$ cat src/hw/rtl/svpwm_pkg.sv
// Shared widths, constants and types of the space vector PWM duty calculator.
package svpwm_pkg;

    localparam int IN_W       = 16;
    localparam int DUTY_W     = 16;
    localparam int SEC_W      = 3;
    localparam int P_W        = 35;
    localparam int Q_W        = 32;
    localparam int T_W        = 33;
    localparam int Z_W        = 31;
    localparam int D_W        = 35;
    localparam int NUM_W      = 64;
    localparam int QUO_W      = 32;
    localparam int REM_W      = T_W + 1;
    localparam int DIV_STAGES = 16;
    localparam int DIV_STEP   = QUO_W / DIV_STAGES;
    localparam int Q30_SH     = 30;
    localparam int Q15_SH     = 16;

    localparam int IN_TDATA_W  = 2 * IN_W;
    localparam int OUT_FIELD_W = 3 * DUTY_W + SEC_W + 1;
    localparam int OUT_TDATA_W = ((OUT_FIELD_W + 7) / 8) * 8;

    localparam logic signed [18:0] SQRT3_Q16 = 19'sd113512;
    localparam logic [T_W-1:0]     ONE_Q30   = 33'd1073741824;
    localparam logic [D_W-1:0]     ROUND_Q31 = 35'd32768;
    localparam logic [DUTY_W-1:0]  DUTY_FULL = 16'd32768;

    localparam logic [SEC_W-1:0] SEC_1 = 3'd1;
    localparam logic [SEC_W-1:0] SEC_2 = 3'd2;
    localparam logic [SEC_W-1:0] SEC_3 = 3'd3;
    localparam logic [SEC_W-1:0] SEC_4 = 3'd4;
    localparam logic [SEC_W-1:0] SEC_5 = 3'd5;
    localparam logic [SEC_W-1:0] SEC_6 = 3'd6;

    typedef struct packed {
        logic [T_W-1:0]   ta;
        logic [T_W-1:0]   tb;
        logic [T_W-1:0]   tab;
        logic [SEC_W-1:0] sector;
        logic             om;
    } t_side;

endpackage

$ cat src/hw/rtl/svpwm_div.sv
// Pipelined restoring divider for the overmodulation rescale, two quotient bits a stage.
module svpwm_div (
    input  logic                         i_clk,
    input  logic                         i_rst_n,
    input  logic                         i_valid,
    output logic                         o_ready,
    input  logic [svpwm_pkg::NUM_W-1:0]  i_num,
    input  svpwm_pkg::t_side             i_side,
    output logic                         o_valid,
    input  logic                         i_ready,
    output logic [svpwm_pkg::QUO_W-1:0]  o_quo,
    output logic                         o_rem_zero,
    output svpwm_pkg::t_side             o_side
);

    logic [svpwm_pkg::DIV_STAGES-1:0] r_v;
    logic [svpwm_pkg::DIV_STAGES-1:0] w_v_in;
    logic [svpwm_pkg::DIV_STAGES-1:0] w_en;
    logic [svpwm_pkg::DIV_STAGES-1:0] w_en_nxt;

    logic [svpwm_pkg::REM_W-1:0] r_rem    [svpwm_pkg::DIV_STAGES];
    logic [svpwm_pkg::QUO_W-1:0] r_low    [svpwm_pkg::DIV_STAGES];
    logic [svpwm_pkg::QUO_W-1:0] r_quo    [svpwm_pkg::DIV_STAGES];
    svpwm_pkg::t_side            r_side   [svpwm_pkg::DIV_STAGES];

    logic [svpwm_pkg::REM_W-1:0] w_rem_in  [svpwm_pkg::DIV_STAGES];
    logic [svpwm_pkg::QUO_W-1:0] w_low_in  [svpwm_pkg::DIV_STAGES];
    logic [svpwm_pkg::QUO_W-1:0] w_quo_in  [svpwm_pkg::DIV_STAGES];
    svpwm_pkg::t_side            w_side_in [svpwm_pkg::DIV_STAGES];

    logic [svpwm_pkg::REM_W-1:0] n_rem [svpwm_pkg::DIV_STAGES];
    logic [svpwm_pkg::QUO_W-1:0] n_low [svpwm_pkg::DIV_STAGES];
    logic [svpwm_pkg::QUO_W-1:0] n_quo [svpwm_pkg::DIV_STAGES];

    for (genvar g = 0; g < svpwm_pkg::DIV_STAGES; g++) begin : g_link
        if (g == 0) begin : g_head
            assign w_rem_in[g]  = svpwm_pkg::REM_W'(
                i_num[svpwm_pkg::NUM_W-1 -: svpwm_pkg::QUO_W]);
            assign w_low_in[g]  = i_num[svpwm_pkg::QUO_W-1:0];
            assign w_quo_in[g]  = '0;
            assign w_side_in[g] = i_side;
            assign w_v_in[g]    = i_valid;
        end else begin : g_body
            assign w_rem_in[g]  = r_rem[g-1];
            assign w_low_in[g]  = r_low[g-1];
            assign w_quo_in[g]  = r_quo[g-1];
            assign w_side_in[g] = r_side[g-1];
            assign w_v_in[g]    = r_v[g-1];
        end
        if (g == svpwm_pkg::DIV_STAGES - 1) begin : g_tail
            assign w_en_nxt[g] = i_ready;
        end else begin : g_mid
            assign w_en_nxt[g] = w_en[g+1];
        end
        assign w_en[g] = !r_v[g] || w_en_nxt[g];
    end

    always_comb begin
        logic [svpwm_pkg::REM_W-1:0] rem;
        logic [svpwm_pkg::REM_W-1:0] sh;
        logic [svpwm_pkg::REM_W-1:0] den;
        logic [svpwm_pkg::QUO_W-1:0] low;
        logic [svpwm_pkg::QUO_W-1:0] quo;
        for (int s = 0; s < svpwm_pkg::DIV_STAGES; s++) begin
            rem = w_rem_in[s];
            low = w_low_in[s];
            quo = w_quo_in[s];
            den = {1'b0, w_side_in[s].tab};
            for (int b = 0; b < svpwm_pkg::DIV_STEP; b++) begin
                sh  = {rem[svpwm_pkg::REM_W-2:0], low[svpwm_pkg::QUO_W-1]};
                low = {low[svpwm_pkg::QUO_W-2:0], 1'b0};
                if (sh >= den) begin
                    rem = sh - den;
                    quo = {quo[svpwm_pkg::QUO_W-2:0], 1'b1};
                end else begin
                    rem = sh;
                    quo = {quo[svpwm_pkg::QUO_W-2:0], 1'b0};
                end
            end
            n_rem[s] = rem;
            n_low[s] = low;
            n_quo[s] = quo;
        end
    end

    always_ff @(posedge i_clk) begin
        if (!i_rst_n) begin
            r_v <= '0;
        end else begin
            for (int s = 0; s < svpwm_pkg::DIV_STAGES; s++) begin
                if (w_en[s]) begin
                    r_v[s] <= w_v_in[s];
                end
            end
        end
    end

    always_ff @(posedge i_clk) begin
        for (int s = 0; s < svpwm_pkg::DIV_STAGES; s++) begin
            if (w_en[s]) begin
                r_rem[s]  <= n_rem[s];
                r_low[s]  <= n_low[s];
                r_quo[s]  <= n_quo[s];
                r_side[s] <= w_side_in[s];
            end
        end
    end

    assign o_ready    = w_en[0];
    assign o_valid    = r_v[svpwm_pkg::DIV_STAGES-1];
    assign o_quo      = r_quo[svpwm_pkg::DIV_STAGES-1];
    assign o_rem_zero = (r_rem[svpwm_pkg::DIV_STAGES-1] == '0);
    assign o_side     = r_side[svpwm_pkg::DIV_STAGES-1];

endmodule

$ cat config.mk
export PLATFORM = sky130hd
export DESIGN_NAME = svpwm_div
export DESIGN_NICKNAME = d
export VERILOG_FILES = /design/src/hw/rtl/svpwm_pkg.sv /design/src/hw/rtl/svpwm_div.sv
export SDC_FILE = /design/constraint.sdc
export NUM_CORES = 2
export LEC_CHECK = 0
export CORE_MARGIN = 2
export CORE_UTILIZATION = 56
export CTS_CLUSTER_SIZE = 25
export DETAILED_ROUTE_END_ITERATION = 10
export DONT_BUFFER_PORTS = 1
export PLACE_DENSITY = 0.72
export SLEW_MARGIN = 20
export SYNTH_ARGS = -nofsm -noshare
export SYNTH_HDL_FRONTEND = slang
export SYNTH_SLANG_ARGS = --single-unit
$ cat constraint.sdc
create_clock -name i_clk -period 22.3 [get_ports i_clk]
set_input_delay 0 -clock i_clk [delete_from_list [all_inputs] [get_ports i_clk]]
set_output_delay 0 -clock i_clk [all_outputs]
set_load 0.02 [all_outputs]
==> run_results.csv <==
group,metric,value,unit
run_status,outcome,"complete, no violations",
grt,grt_max_degree,128,
floorplan,ioPinCount,309,
detailed_routing,detail-route-antenna-nets,0,
logic_synthesis,ys.flop_type,"edfxtp_1",
detailed_routing,viasPerCell,6.02,
place,place.port_buffers,0,
setup_path,crit_cells,26,
detailed_routing,drt-met1-wl,170000,um
timing,relSlewSlack,0.172,
timing,fin_worst_skew,61.4,ps
setup_path,crit_start,"r_side[1][4]",
grt,grt_pass1_vias,96000,
logic_synthesis,syn-instance-count,12200,
setup_path,rr_startpoint,"r_side[1][4]",
timing,tns,0,ps
setup_path,rrSetupSlack,13360,ps
setup_path,crit_family,"compound AO/OA/AOI/OAI gates",
detailed_routing,remaining_drc_errors,0,
floorplan,start_util,0.562,
timing,fmax,112,MHz
timing,setup_viol,0,
setup_path,worstPathMaxFanout,35,
detailed_routing,dr.pass1.iters,8,
logic_synthesis,synth_area_leader_cell,"edfxtp_1",
setup_path,path_buf_inv,4,
setup_path,cpMaxStageDelayCell,"inv_1",
detailed_routing,first_iter_violations,9126,
logic_synthesis,syn-cell-area,0.147,mm^2
logic_synthesis,synth_nets,13400,
detailed_routing,routed_wl,385000,um
clock_tree,cts_resized,0,
clock_tree,cts.sinks,2705,
cells_and_area,layout_common_cells,"edfxtp_1 (2689), ha_1 (1056), a21oi_1 (986)",
setup_path,ff2ff_path_depth,26,
grt,grtUsageTotal,0.282,
clock_tree,cts_tree,"done",
logic_synthesis,synth_edf_count,2689,
logic_synthesis,ys_seq_elements,2705,
floorplan,fp.dieW,516,um
clock_tree,root_buffer,"clkbuf_16",
timing,drv_slew,0,
timing,max_slew.worst_pin.slew,1210,ps
min_path,hold_path.class,"input pin to flop",
logic_synthesis,yosysWarningCount,0,
setup_path,max_stage_delay,800,ps
place,gp_congestion,0.992,
setup_path,start_kind,"flop",
floorplan,fp-row-count,188,
setup_path,endpoint,"r_rem[1][35]",
floorplan,core_area,0.262,mm^2
timing,hold_viol,0,
cells_and_area,drive_above_1_share,0.0953,
clock_tree,insertion_delay,930,ps
setup_path,end_kind,"flop",
logic_synthesis,synth_top_area_share,0.549,
logic_synthesis,synth-seq-area-share,0.551,
floorplan,die-height,516,um
clock_tree,numCtsBuffers,289,
logic_synthesis,async_reset_ff_frac,0,
setup_path,path_class,"flop to flop",
setup_path,arrival,9570,ps
cells_and_area,area_growth,11.4,%
logic_synthesis,synth.avg_cell_area,12.1,um^2
logic_synthesis,ys_types,100,
place,dp_hpwl,285000,um
setup_path,cp_data_required_time,22930,ps
timing,rsz0062_at_grt,"false",
timing,min_period,8940,ps
grt,grt_first_pass_wirelength,577000,um
timing,fin_crit_sh,0.401,
job,cap_violations,0,
clock_tree,clockBufferDepth,4,
detailed_routing,top_layer_used,"met5",
detailed_routing,wl_met3,23600,um
grt,grt_overflow_total,0,
setup_path,r2r_end,"r_rem[1][35]",
grt,antenna_found_initial,37,
timing,setup_ws,13360,ps
detailed_routing,vias,98300,
timing,holdWs,57.5,ps
cells_and_area,nNetsFinal,13800,
floorplan,dieArea,0.267,mm^2
min_path,min_from,"i_num[57]",
clock_tree,ctsHtreeMaxLevel,5,
detailed_routing,routedWlPerCell,23.6,um
clock_tree,clkTransAtPathRegs,70,ps
place,place_ws,13620,ps
logic_synthesis,synth_area_leaders,"edfxtp_1 (55%), ha_1 (9.0%), mux2_2 (4.5%)",
cells_and_area,mostFrequentLayoutCell,"edfxtp_1",
detailed_routing,wl_met2,179000,um
-- registers in the layout (all words and copies together), names as in the netlist --
signal  flops
r_low     240
r_quo     272
r_rem     529
r_side   1648
r_v        16
-- area by class of cell --
class,instances,area (um^2)
sequential,2705,81100
multi-input combinational,8280,61300
tap,3515,4400
timing repair buffer,408,3960
clock buffer,342,7460
antenna,29,72.6
inverter,863,3290
clock inverter,179,2290
fill,19900,98000
-- worst reg2reg max path: cells and delay by family, from the launching register on --
family | cells | cell delay [ps]
buf+inv | 4 | 1560
flops | 1 | 420
simple gates | 2 | 310
fa+ha+maj | 3 | 860
mux | 2 | 860
compound gates | 15 | 4660
-- stage by stage --
step | instance area, um^2 | cells | utilization
global placement | 151000 | 15400 | 0.575
detailed placement | 151000 | 15400 | 0.575
global route | 164000 | 16300 | 0.626
floorplan | 147000 | 12200 | -
CTS | 164000 | 16300 | 0.625
finish | 164000 | 16300 | 0.626
-- cell usage after synthesis (all sizes together), types with 16 or more instances --
master,n
nor4,49
a211oi,123
nand4,134
and4,25
a221oi,26
and2,43
o31ai,72
buf,191
a2111oi,28
o21a,148
nor3,143
nor2b,116
nor2,616
a31o,21
a21o,490
mux2i,48
edfxtp,2689
o21ai,674
ha,1056
a41oi,23
xor2,285
nand2,747
clkbuf,116
a211o,39
mux2,606
o41ai,16
nand2b,129
nor3b,16
a311oi,17
or2,36
a31oi,116
o21bai,165
a221o,22
fa,32
a21boi,31
and3,104
dfxtp,16
xnor2,600
o211ai,64
nand3,183
a21oi,990
or3,46
o31a,29
inv,862
-- cell families after synthesis --
family,after synthesis,share of synthesized area
adder cells (fa/ha/maj),1088,0.0942
flip-flops,2705,0.551
XOR/XNOR,885,0.0527
buffers and inverters,1170,0.0334
AND/OR/NAND/NOR,2428,0.0784
AO/OA/AOI/OAI,3225,0.140
multiplexers,654,0.0497
-- worst min-delay path by stage --
| stage | end | slack, ps | cells past startpoint |
|---|---|---|---|
| floorplan | r_low[0][0] | 100 | 0 |
| global placement | r_low[0][26] | 100 | 0 |
| detailed placement | r_low[0][14] | 100 | 0 |
| CTS | r_rem[0][27] | 0.9 | 4 |
| global route | r_rem[0][27] | 60 | 4 |
| finish | r_rem[0][27] | 60 | 4 |
-- layer usage --
| layer | track usage | vias to the layer above |
|---|---|---|
| met2 | 0.455 | 3254 |
| met4 | 0.0913 | 18 |
| met5 | 0 | - |
| li1 | - | 46400 |
| met1 | 0.396 | 48000 |
| met3 | 0.0361 | 670 |
-- what timing repair did --
item	CTS	global route
hold buffers	336	0
endpoints found under the hold margin	234	0
endpoints found under the setup margin	0	0
buffers inserted	0	0
Power is not shown: default switching activity piles up to over one toggle a cycle in this logic, so the estimate is an artifact.
