===== src/hw/rtl/svpwm_pkg.sv =====
// Shared widths, constants and types of the space vector PWM duty calculator.
package svpwm_pkg;

    localparam int IN_W       = 16;
    localparam int DUTY_W     = 16;
    localparam int SEC_W      = 3;
    localparam int P_W        = 35;
    localparam int Q_W        = 32;
    localparam int T_W        = 33;
    localparam int Z_W        = 31;
    localparam int D_W        = 35;
    localparam int NUM_W      = 64;
    localparam int QUO_W      = 32;
    localparam int REM_W      = T_W + 1;
    localparam int DIV_STAGES = 16;
    localparam int DIV_STEP   = QUO_W / DIV_STAGES;
    localparam int Q30_SH     = 30;
    localparam int Q15_SH     = 16;

    localparam int IN_TDATA_W  = 2 * IN_W;
    localparam int OUT_FIELD_W = 3 * DUTY_W + SEC_W + 1;
    localparam int OUT_TDATA_W = ((OUT_FIELD_W + 7) / 8) * 8;

    localparam logic signed [18:0] SQRT3_Q16 = 19'sd113512;
    localparam logic [T_W-1:0]     ONE_Q30   = 33'd1073741824;
    localparam logic [D_W-1:0]     ROUND_Q31 = 35'd32768;
    localparam logic [DUTY_W-1:0]  DUTY_FULL = 16'd32768;

    localparam logic [SEC_W-1:0] SEC_1 = 3'd1;
    localparam logic [SEC_W-1:0] SEC_2 = 3'd2;
    localparam logic [SEC_W-1:0] SEC_3 = 3'd3;
    localparam logic [SEC_W-1:0] SEC_4 = 3'd4;
    localparam logic [SEC_W-1:0] SEC_5 = 3'd5;
    localparam logic [SEC_W-1:0] SEC_6 = 3'd6;

    typedef struct packed {
        logic [T_W-1:0]   ta;
        logic [T_W-1:0]   tb;
        logic [T_W-1:0]   tab;
        logic [SEC_W-1:0] sector;
        logic             om;
    } t_side;

endpackage


===== src/hw/rtl/svpwm_front.sv =====
// Front stages: sqrt3 product, sector search, active times and divider operands.
module svpwm_front (
    input  logic                                i_clk,
    input  logic                                i_rst_n,
    input  logic                                i_valid,
    output logic                                o_ready,
    input  logic signed [svpwm_pkg::IN_W-1:0]   i_alpha,
    input  logic signed [svpwm_pkg::IN_W-1:0]   i_beta,
    output logic                                o_valid,
    input  logic                                i_ready,
    output logic [svpwm_pkg::NUM_W-1:0]         o_num,
    output svpwm_pkg::t_side                    o_side
);

    logic r_v1, r_v2, r_v3;
    logic w_en1, w_en2, w_en3;

    logic signed [svpwm_pkg::P_W-1:0] r_p;
    logic signed [svpwm_pkg::Q_W-1:0] r_q;
    logic signed [svpwm_pkg::P_W-1:0] n_p;
    logic signed [svpwm_pkg::Q_W-1:0] n_q;

    logic signed [svpwm_pkg::P_W-1:0] w_q;
    logic signed [svpwm_pkg::P_W-1:0] w_pmq, w_ppq, w_mpmq, w_qmp, w_q2, w_mq2;
    logic signed [svpwm_pkg::P_W-1:0] w_ta, w_tb, w_tab;

    logic [svpwm_pkg::T_W-1:0]   r_ta, r_tb, r_tab;
    logic [svpwm_pkg::SEC_W-1:0] r_sec;
    logic [svpwm_pkg::T_W-1:0]   n_ta, n_tb, n_tab;
    logic [svpwm_pkg::SEC_W-1:0] n_sec;

    logic [svpwm_pkg::NUM_W-1:0] r_num;
    svpwm_pkg::t_side            r_side;
    logic [svpwm_pkg::NUM_W-1:0] n_num;
    svpwm_pkg::t_side            n_side;

    assign w_en3   = !r_v3 || i_ready;
    assign w_en2   = !r_v2 || w_en3;
    assign w_en1   = !r_v1 || w_en2;
    assign o_ready = w_en1;
    assign o_valid = r_v3;
    assign o_num   = r_num;
    assign o_side  = r_side;

    assign n_p = svpwm_pkg::P_W'(i_alpha) * svpwm_pkg::P_W'(svpwm_pkg::SQRT3_Q16);
    assign n_q = {i_beta, {(svpwm_pkg::Q_W - svpwm_pkg::IN_W){1'b0}}};

    assign w_q    = {{(svpwm_pkg::P_W - svpwm_pkg::Q_W){r_q[svpwm_pkg::Q_W-1]}}, r_q};
    assign w_pmq  = r_p - w_q;
    assign w_ppq  = r_p + w_q;
    assign w_mpmq = -r_p - w_q;
    assign w_qmp  = w_q - r_p;
    assign w_q2   = w_q <<< 1;
    assign w_mq2  = -w_q2;

    always_comb begin
        priority if (!r_q[svpwm_pkg::Q_W-1]) begin
            if (!w_pmq[svpwm_pkg::P_W-1]) begin
                n_sec = svpwm_pkg::SEC_1;
            end else if (!w_mpmq[svpwm_pkg::P_W-1]) begin
                n_sec = svpwm_pkg::SEC_3;
            end else begin
                n_sec = svpwm_pkg::SEC_2;
            end
        end else begin
            if (w_pmq[svpwm_pkg::P_W-1]) begin
                n_sec = svpwm_pkg::SEC_4;
            end else if (w_mpmq[svpwm_pkg::P_W-1]) begin
                n_sec = svpwm_pkg::SEC_6;
            end else begin
                n_sec = svpwm_pkg::SEC_5;
            end
        end
    end

    always_comb begin
        unique case (n_sec)
            svpwm_pkg::SEC_1: begin
                w_ta = w_pmq;  w_tb = w_q2;   w_tab = w_ppq;
            end
            svpwm_pkg::SEC_2: begin
                w_ta = w_ppq;  w_tb = w_qmp;  w_tab = w_q2;
            end
            svpwm_pkg::SEC_3: begin
                w_ta = w_q2;   w_tb = w_mpmq; w_tab = w_qmp;
            end
            svpwm_pkg::SEC_4: begin
                w_ta = w_qmp;  w_tb = w_mq2;  w_tab = w_mpmq;
            end
            svpwm_pkg::SEC_5: begin
                w_ta = w_mpmq; w_tb = w_pmq;  w_tab = w_mq2;
            end
            svpwm_pkg::SEC_6: begin
                w_ta = w_mq2;  w_tb = w_ppq;  w_tab = w_pmq;
            end
            default: begin
                w_ta = '0;     w_tb = '0;     w_tab = '0;
            end
        endcase
    end

    assign n_ta  = w_ta[svpwm_pkg::T_W-1:0];
    assign n_tb  = w_tb[svpwm_pkg::T_W-1:0];
    assign n_tab = w_tab[svpwm_pkg::T_W-1:0];

    assign n_num = (svpwm_pkg::NUM_W'(r_ta) << svpwm_pkg::Q30_SH)
                 + svpwm_pkg::NUM_W'(r_tab >> 1);

    always_comb begin
        n_side.ta     = r_ta;
        n_side.tb     = r_tb;
        n_side.tab    = r_tab;
        n_side.sector = r_sec;
        n_side.om     = (r_tab > svpwm_pkg::ONE_Q30);
    end

    always_ff @(posedge i_clk) begin
        if (!i_rst_n) begin
            r_v1 <= 1'b0;
            r_v2 <= 1'b0;
            r_v3 <= 1'b0;
        end else begin
            if (w_en1) begin
                r_v1 <= i_valid;
            end
            if (w_en2) begin
                r_v2 <= r_v1;
            end
            if (w_en3) begin
                r_v3 <= r_v2;
            end
        end
    end

    always_ff @(posedge i_clk) begin
        if (w_en1) begin
            r_p <= n_p;
            r_q <= n_q;
        end
        if (w_en2) begin
            r_ta  <= n_ta;
            r_tb  <= n_tb;
            r_tab <= n_tab;
            r_sec <= n_sec;
        end
        if (w_en3) begin
            r_num  <= n_num;
            r_side <= n_side;
        end
    end

endmodule


===== config.mk =====
export PLATFORM = sky130hd
export DESIGN_NAME = svpwm_front
export DESIGN_NICKNAME = d
export VERILOG_FILES = /design/src/hw/rtl/svpwm_pkg.sv /design/src/hw/rtl/svpwm_front.sv
export SDC_FILE = /design/constraint.sdc
export NUM_CORES = 1
export LEC_CHECK = 0
export BUFFER_PORTS_ARGS = -buffer_cell sky130_fd_sc_hd__buf_2
export CAP_MARGIN = 0
export CORE_MARGIN = 2
export CORE_UTILIZATION = 53
export CTS_BUF_LIST = sky130_fd_sc_hd__clkbuf_8
export DETAILED_ROUTE_END_ITERATION = 10
export PLACE_DENSITY = 0.82
export SLEW_MARGIN = 0
export SYNTH_ARGS = -nofsm -noshare
export SYNTH_HDL_FRONTEND = slang
export SYNTH_SLANG_ARGS = --single-unit
export TNS_END_PERCENT = 10

===== constraint.sdc =====
create_clock -name i_clk -period 8.05 [get_ports i_clk]
set_clock_uncertainty 0.15 [all_clocks]
set_input_delay 1.2075 -clock i_clk [delete_from_list [all_inputs] [get_ports i_clk]]
set_output_delay 1.2075 -clock i_clk [all_outputs]
set_load 0.01 [all_outputs]

==> run_results.csv, run 1 <==
group,metric,value,unit
timing,max_slew.worst_pin.slew,1180,ps
logic_synthesis,synth.yosys.seq_area_share,33.3,%
timing,rsz0062_at_grt,"false",
final_layout,drive_above_1_share,13.2,%
detailed_routing,drt_first_pass_iters,9,
final_layout,num-nets-final,2624,
floorplanning,die_width,204,um
worst_setup_path,reg2reg_setup_slack,2150,ps
worst_setup_path,worstSetupStartpointType,"input pin",
timing,slew_violations,0,
detailed_routing,drt_iter0_markers,2038,
worst_setup_path,crit_path_max_fanout,4,
flow_run,maxCapViolations,0,
detailed_routing,drc,0,
outcome,status,"finished, final reports clean",
floorplanning,io_pins,205,
floorplanning,core,39700,um2
detailed_routing,wire_per_inst,19.6,um
worst_setup_path,crit_arrival,6930,ps
worst_setup_path,ff2ff_path_depth,15,
final_layout,multi_input_area,12300,um2
grt,grt_remaining_overflow,0,
timing,finalSetupViolCount,0,
placement,gp_congestion,0.957,
detailed_routing,wl,55.2,mm
worst_hold_path,hold_path_depth,0,
logic_synthesis,synthTopCellsByArea,"edfxtp_1 33%, ha_1 13%, fa_1 11%, inv_1 4.6%, xnor2_1 4.0%",
final_layout,nFillCells,3466,
floorplanning,die_y,204,um
cts,cts.sinks,237,
worst_setup_path,reg2reg_from,"r_q[22]",
cts,htree_num_levels,2,
detailed_routing,vias_per_cell,5.89,
logic_synthesis,synthArstFlopShare,0,%
grt,grt_usage,26.1,%
cts,clk_pin_slew,50,ps
worst_setup_path,crit_type,"input pin to register",
worst_setup_path,r2r_end,"r_ta[28]",
final_layout,seq_area,7090,um2
floorplanning,start_util,53.6,%
timing,timing.max_slew.rel_slack,21.5,%
timing,period_share,84.0,%
cts,postCtsSetupBuffers,0,
floorplanning,dieArea,41800,um2
placement,hpwl,44.3,mm
worst_hold_path,holdCritStartpoint,"r_ta[27]",
final_layout,final_cells,2810,
logic_synthesis,netlist-cell-type-count,88,
timing,hold_viol,0,
cts,numCtsBuffers,40,
cts,clock_path_buffers,3,
grt,grt_pass1_wl,85.1,mm
logic_synthesis,yosys_warnings,0,
cts,clock_latency,580,ps
grt,grt_max_degree,95,
logic_synthesis,syn_inst,2154,
logic_synthesis,synth_edf_count,234,
logic_synthesis,syn_area_per_cell,9.89,um2
worst_setup_path,worstSetupStartpoint,"i_alpha[7]",
placement,place_inst,2734,
detailed_routing,ant_nets,0,
worst_hold_path,hold_path_class,"register to register",
worst_hold_path,hold_path_end,"o_num[57]",
final_layout,areaGrowthSynthToFinish,7.79,%
worst_setup_path,required,8220,ps
floorplanning,rows,73,
grt,antenna_found_initial,6,
logic_synthesis,netlist_area,21300,um2
cts,cts_root_buf,"clkbuf_8",
logic_synthesis,ys.flop_type,"edfxtp_1",
placement,io_buffers,191,
detailed_routing,vias,16500,
timing,tns,0,ps
logic_synthesis,synth.largest_area_cell,"edfxtp_1",
grt,grt_pass1_vias,15900,
logic_synthesis,ys_seq_elements,237,
worst_setup_path,endpoint_kind,"register",
cts,cts_tree,"yes",
timing,period_needed,6760,ps
cts,ctsResizeCount,0,
logic_synthesis,yosysTopAreaCellShare,33.0,%
timing,fmax,0.148,GHz
cts,hold_buffers,0,
==> how the worst max path moves through the flow <==
| stage | endpoint | depth (start not counted) |
|---|---|---|
| global placement | r_p[33] | 23 |
| global route | r_p[33] | 23 |
| CTS | r_p[33] | 23 |
| finish | r_p[33] | 23 |
| floorplan | r_p[32] | 21 |
| detailed placement | r_p[33] | 23 |
==> synth_stat cells, drive strengths merged, types with 21 or more instances <==
cell    instances
a21o           31
a21oi         164
a31oi          22
buf           120
clkbuf         44
edfxtp        234
fa            118
ha            219
inv           266
nand2         114
nand3          36
nor2          141
nor3           44
o21ai         108
o22ai          25
xnor2          98
xor2           21
==> registers in the layout (all words and copies together), names as in the netlist <==
name     cells
o_num       60
o_side      34
r_p         31
r_ta        30
r_tab       30
r_tb        30
r_q         16
r_sec        3
o_valid      1
r_v1         1
r_v2         1
==> stage by stage <==
step | util (%) | setup WS (ps) | cell area (um2) | hold WS, ps
2_1_floorplan | - | 1420 | 21300 | 250
3_3_place_gp | 55.8 | 921 | 22200 | 250
3_5_place_dp | 55.8 | 756 | 22200 | 255
4_1_cts | 57.8 | 1370 | 22900 | 267
5_1_grt | 57.8 | 975 | 22900 | 271
6_report | 57.8 | 1290 | 23000 | 266
==> cell type report <==
cell class                 instances  share of cell area, %
antenna                            2                 0.0218
clock buffer                      41                   2.46
clock inverter                    33                  0.943
inverter                         267                   4.37
multi-input combinational       1498                   53.7
sequential                       237                   30.9
tap                              525                   2.86
timing repair buffer             207                   4.74
==> placed cells by master, fill, tap and decap left out, types with 13 or more instances in the layout <==
cell type	count
inv_1	271
edfxtp_1	234
ha_1	219
buf_2	191
a21oi_1	163
nor2_1	137
fa_1	118
nand2_1	111
xnor2_1	97
o21ai_0	94
nor3_1	44
clkbuf_8	41
nand3_1	35
a21o_1	31
o22ai_1	25
xor2_1	21
a31oi_1	21
nor2b_1	18
a211oi_1	18
nand2b_1	18
o211ai_1	18
o31ai_1	17
o21bai_1	17
o21a_1	15
a22o_1	15
a22oi_1	15
buf_4	15
or3_1	14
mux2i_1	13
clkinv_1	13
o21ai_1	13
nor4_1	13
conb_1	13
==> metal layers <==
metal	share of wire, %	wire [um]	global-route usage [%]
met5	0.076	42	0
met4	3.4	1900	9.14
met1	43	23900	36.1
met2	44	24500	41.5
met3	8.9	4890	4.67
==> worst max-delay path, stage by stage <==
cell and delay, ps:
buf_2 130, ha_1 320, inv_1 70, fa_1 530, inv_1 60, fa_1 500, fa_1 530, fa_1 540
inv_1 50, fa_1 530, inv_1 40, ha_1 350, nand3_1 130, nor2_1 60, a221oi_1 500, a31oi_1 190
a41oi_1 360, a211oi_1 130, o21a_1 190, o21ai_0 150, nand2b_1 70, a21oi_1 180, xnor2_1 80
==> cell families (layout without fill, tap and decap cells) <==
group	count (synthesis)	count (layout)	synth area share [%]
compound gates	560	560	17.3
xor+xnor	119	119	4.93
fa+ha+maj	337	337	24.0
buf+inv	431	548	9.20
flops	237	237	33.3
mux	21	21	1.40
other cells	1	15	0.0176
simple gates	448	448	9.94
Power of run 1 is left out: the tool's default activity adds up to more than one toggle a clock period on the data nets, which glitch-free logic cannot reach.
==> run 2, diff against run 1 <==
==> constraint.sdc (replaced) <==
create_clock -name i_clk -period 6.95 [get_ports i_clk]
set_clock_uncertainty 0.15 [all_clocks]
set_input_delay 1.0425 -clock i_clk [delete_from_list [all_inputs] [get_ports i_clk]]
set_output_delay 1.0425 -clock i_clk [all_outputs]
set_load 0.01 [all_outputs]
==> run_results.csv, run 2 (synthesis results as in run 1) <==
group,metric,value,unit
worst_setup_path,crit_type,"input pin to register",
final_layout,layout_common_cells,"268 x inv_1, 234 x edfxtp_1, 219 x ha_1, 191 x buf_2, 163 x a21oi_1",
worst_setup_path,crit_path_max_fanout,6,
detailed_routing,vias_per_cell,5.90,
grt,antenna_found_initial,3,
detailed_routing,vias,16600,
cts,htree_num_levels,2,
worst_setup_path,crit_arrival,6620,ps
detailed_routing,wire_per_inst,19.4,um
worst_setup_path,cp_common_cell,"fa_1",
grt,grt_busiest_layer,"met2",
floorplanning,start_util,53.6,%
worst_setup_path,path_delay_family,"adder cells",
worst_setup_path,critical_path_buf_inv_count,5,
placement,place_inst,2742,
cts,clk_pin_slew,60,ps
cts,cts.sinks,237,
grt,grt_pass1_vias,15800,
grt,use_met3,4.64,%
worst_hold_path,hold_path_class,"register to register",
worst_setup_path,required,7120,ps
timing,tns,0,ps
grt,grt_use_met2,39.8,%
detailed_routing,drt_first_pass_iters,7,
worst_setup_path,slowest_stage,"fa_1",
detailed_routing,drt_iter0_markers,1954,
timing,fmax,0.155,GHz
final_layout,final_cells,2811,
cts,ctsResizeCount,0,
cts,clock_path_buffers,3,
final_layout,mostFrequentLayoutCell,"inv_1",
timing,finalSetupViolCount,0,
worst_setup_path,slowest_delay,550,ps
final_layout,largest_reg_flops,60,
worst_setup_path,endpoint_kind,"register",
timing,hold_viol,0,
worst_setup_path,worstPathCellList,"buf_2 > ha_1 > inv_1 > fa_1 > inv_1 > fa_1 > fa_1 > fa_1 > inv_1 > fa_1 > inv_1 > ha_1 > nand4_1 > nor3_1 > o31ai_1 > a31oi_1 > a41oi_1 > a211oi_1 > o21a_1 > o21ai_0 > nand2b_1 > a21oi_1 > xnor2_1",
grt,grt_max_degree,95,
timing,max_slew.worst_pin.slew,1180,ps
timing,rsz0062_at_grt,"false",
final_layout,num-nets-final,2629,
cts,numCtsBuffers,37,
detailed_routing,ant_nets,0,
timing,timing.max_slew.rel_slack,21.2,%
detailed_routing,drc,0,
worst_setup_path,worstSetupStartpointType,"input pin",
floorplanning,rows,73,
outcome,status,"finished, final reports clean",
placement,gp_congestion,0.973,
floorplanning,die_y,204,um
cts,postCtsSetupBuffers,0,
floorplanning,io_pins,205,
final_layout,areaGrowthSynthToFinish,8.26,%
grt,grt_pass1_wl,84.9,mm
grt,grt_use_met1,36.6,%
grt,grt_remaining_overflow,0,
flow_run,maxCapViolations,0,
cts,hold_buffers,0,
timing,period_share,92.8,%
grt,grt_usage,25.8,%
floorplanning,dieArea,41800,um2
final_layout,drive_above_1_share,13.6,%
floorplanning,die_width,204,um
placement,io_buffers,191,
cts,cts_root_buf,"clkbuf_8",
cts,cts_tree,"yes",
timing,slew_violations,0,
timing,period_needed,6450,ps
floorplanning,core,39700,um2
detailed_routing,wl,54.6,mm
placement,hpwl,43.6,mm
cts,clock_latency,570,ps
## run 2: cell count changes in the layout (fill, tap and decap cells not counted), sizes merged, moves of 3 or more
cell,delta
inv,-4
clkinv,-3
clkbuf,-3
buf,+8
bufinv,+3
## run 2: layout make-up
cell class              instances  area, um2
diodes                          1       2.50
clock buffers                  38        523
clock inverters                30        288
fillers                      3326      16700
inverters                     267       1000
multi-input cells            1498      12300
flip-flops and latches        237       7090
well taps                     525        657
repair buffers                215       1160
## run 2: per-layer routing
layer	wire length (um)	vias up
met5	25	-
met4	1920	4
met3	5230	145
met2	24100	882
met1	23300	7808
li1	-	7743
## run 2: path summary, 6_finish.rpt
path	start	to	slack (ps)	depth (start not counted)
hold / removal	r_ta[5]	o_num[35]	260	0
hold reg to reg	r_ta[5]	o_num[35]	260	0
setup / recovery	i_alpha[7]	r_p[33]	500	23
setup reg to reg	r_q[27]	r_tab[31]	1380	14
## run 2: worst register-to-register path: stages (launching register included)
cell	delay, ps
edfxtp_1	580
clkinv_1	430
ha_1	630
ha_1	370
a211oi_1	280
o211ai_1	140
o211ai_1	150
inv_1	90
o21ai_1	290
or3_1	210
o311ai_4	170
nor2_4	700
buf_4	460
mux2i_1	140
mux4_2	500
## run 2: stage by stage
step | cell area (um2) | utilization [%] | setup slack [ps] | hold WS, ps
final | 23100 | 58.0 | 498 | 263
after global routing | 23100 | 58.0 | 174 | 280
after detailed placement | 22200 | 56.0 | -97.2 | 255
after global placement | 22200 | 56.0 | 36.3 | 252
after CTS | 23100 | 58.0 | 523 | 265
after floorplan | 21300 | - | 483 | 250
Power of run 2 is left out for the same reason.
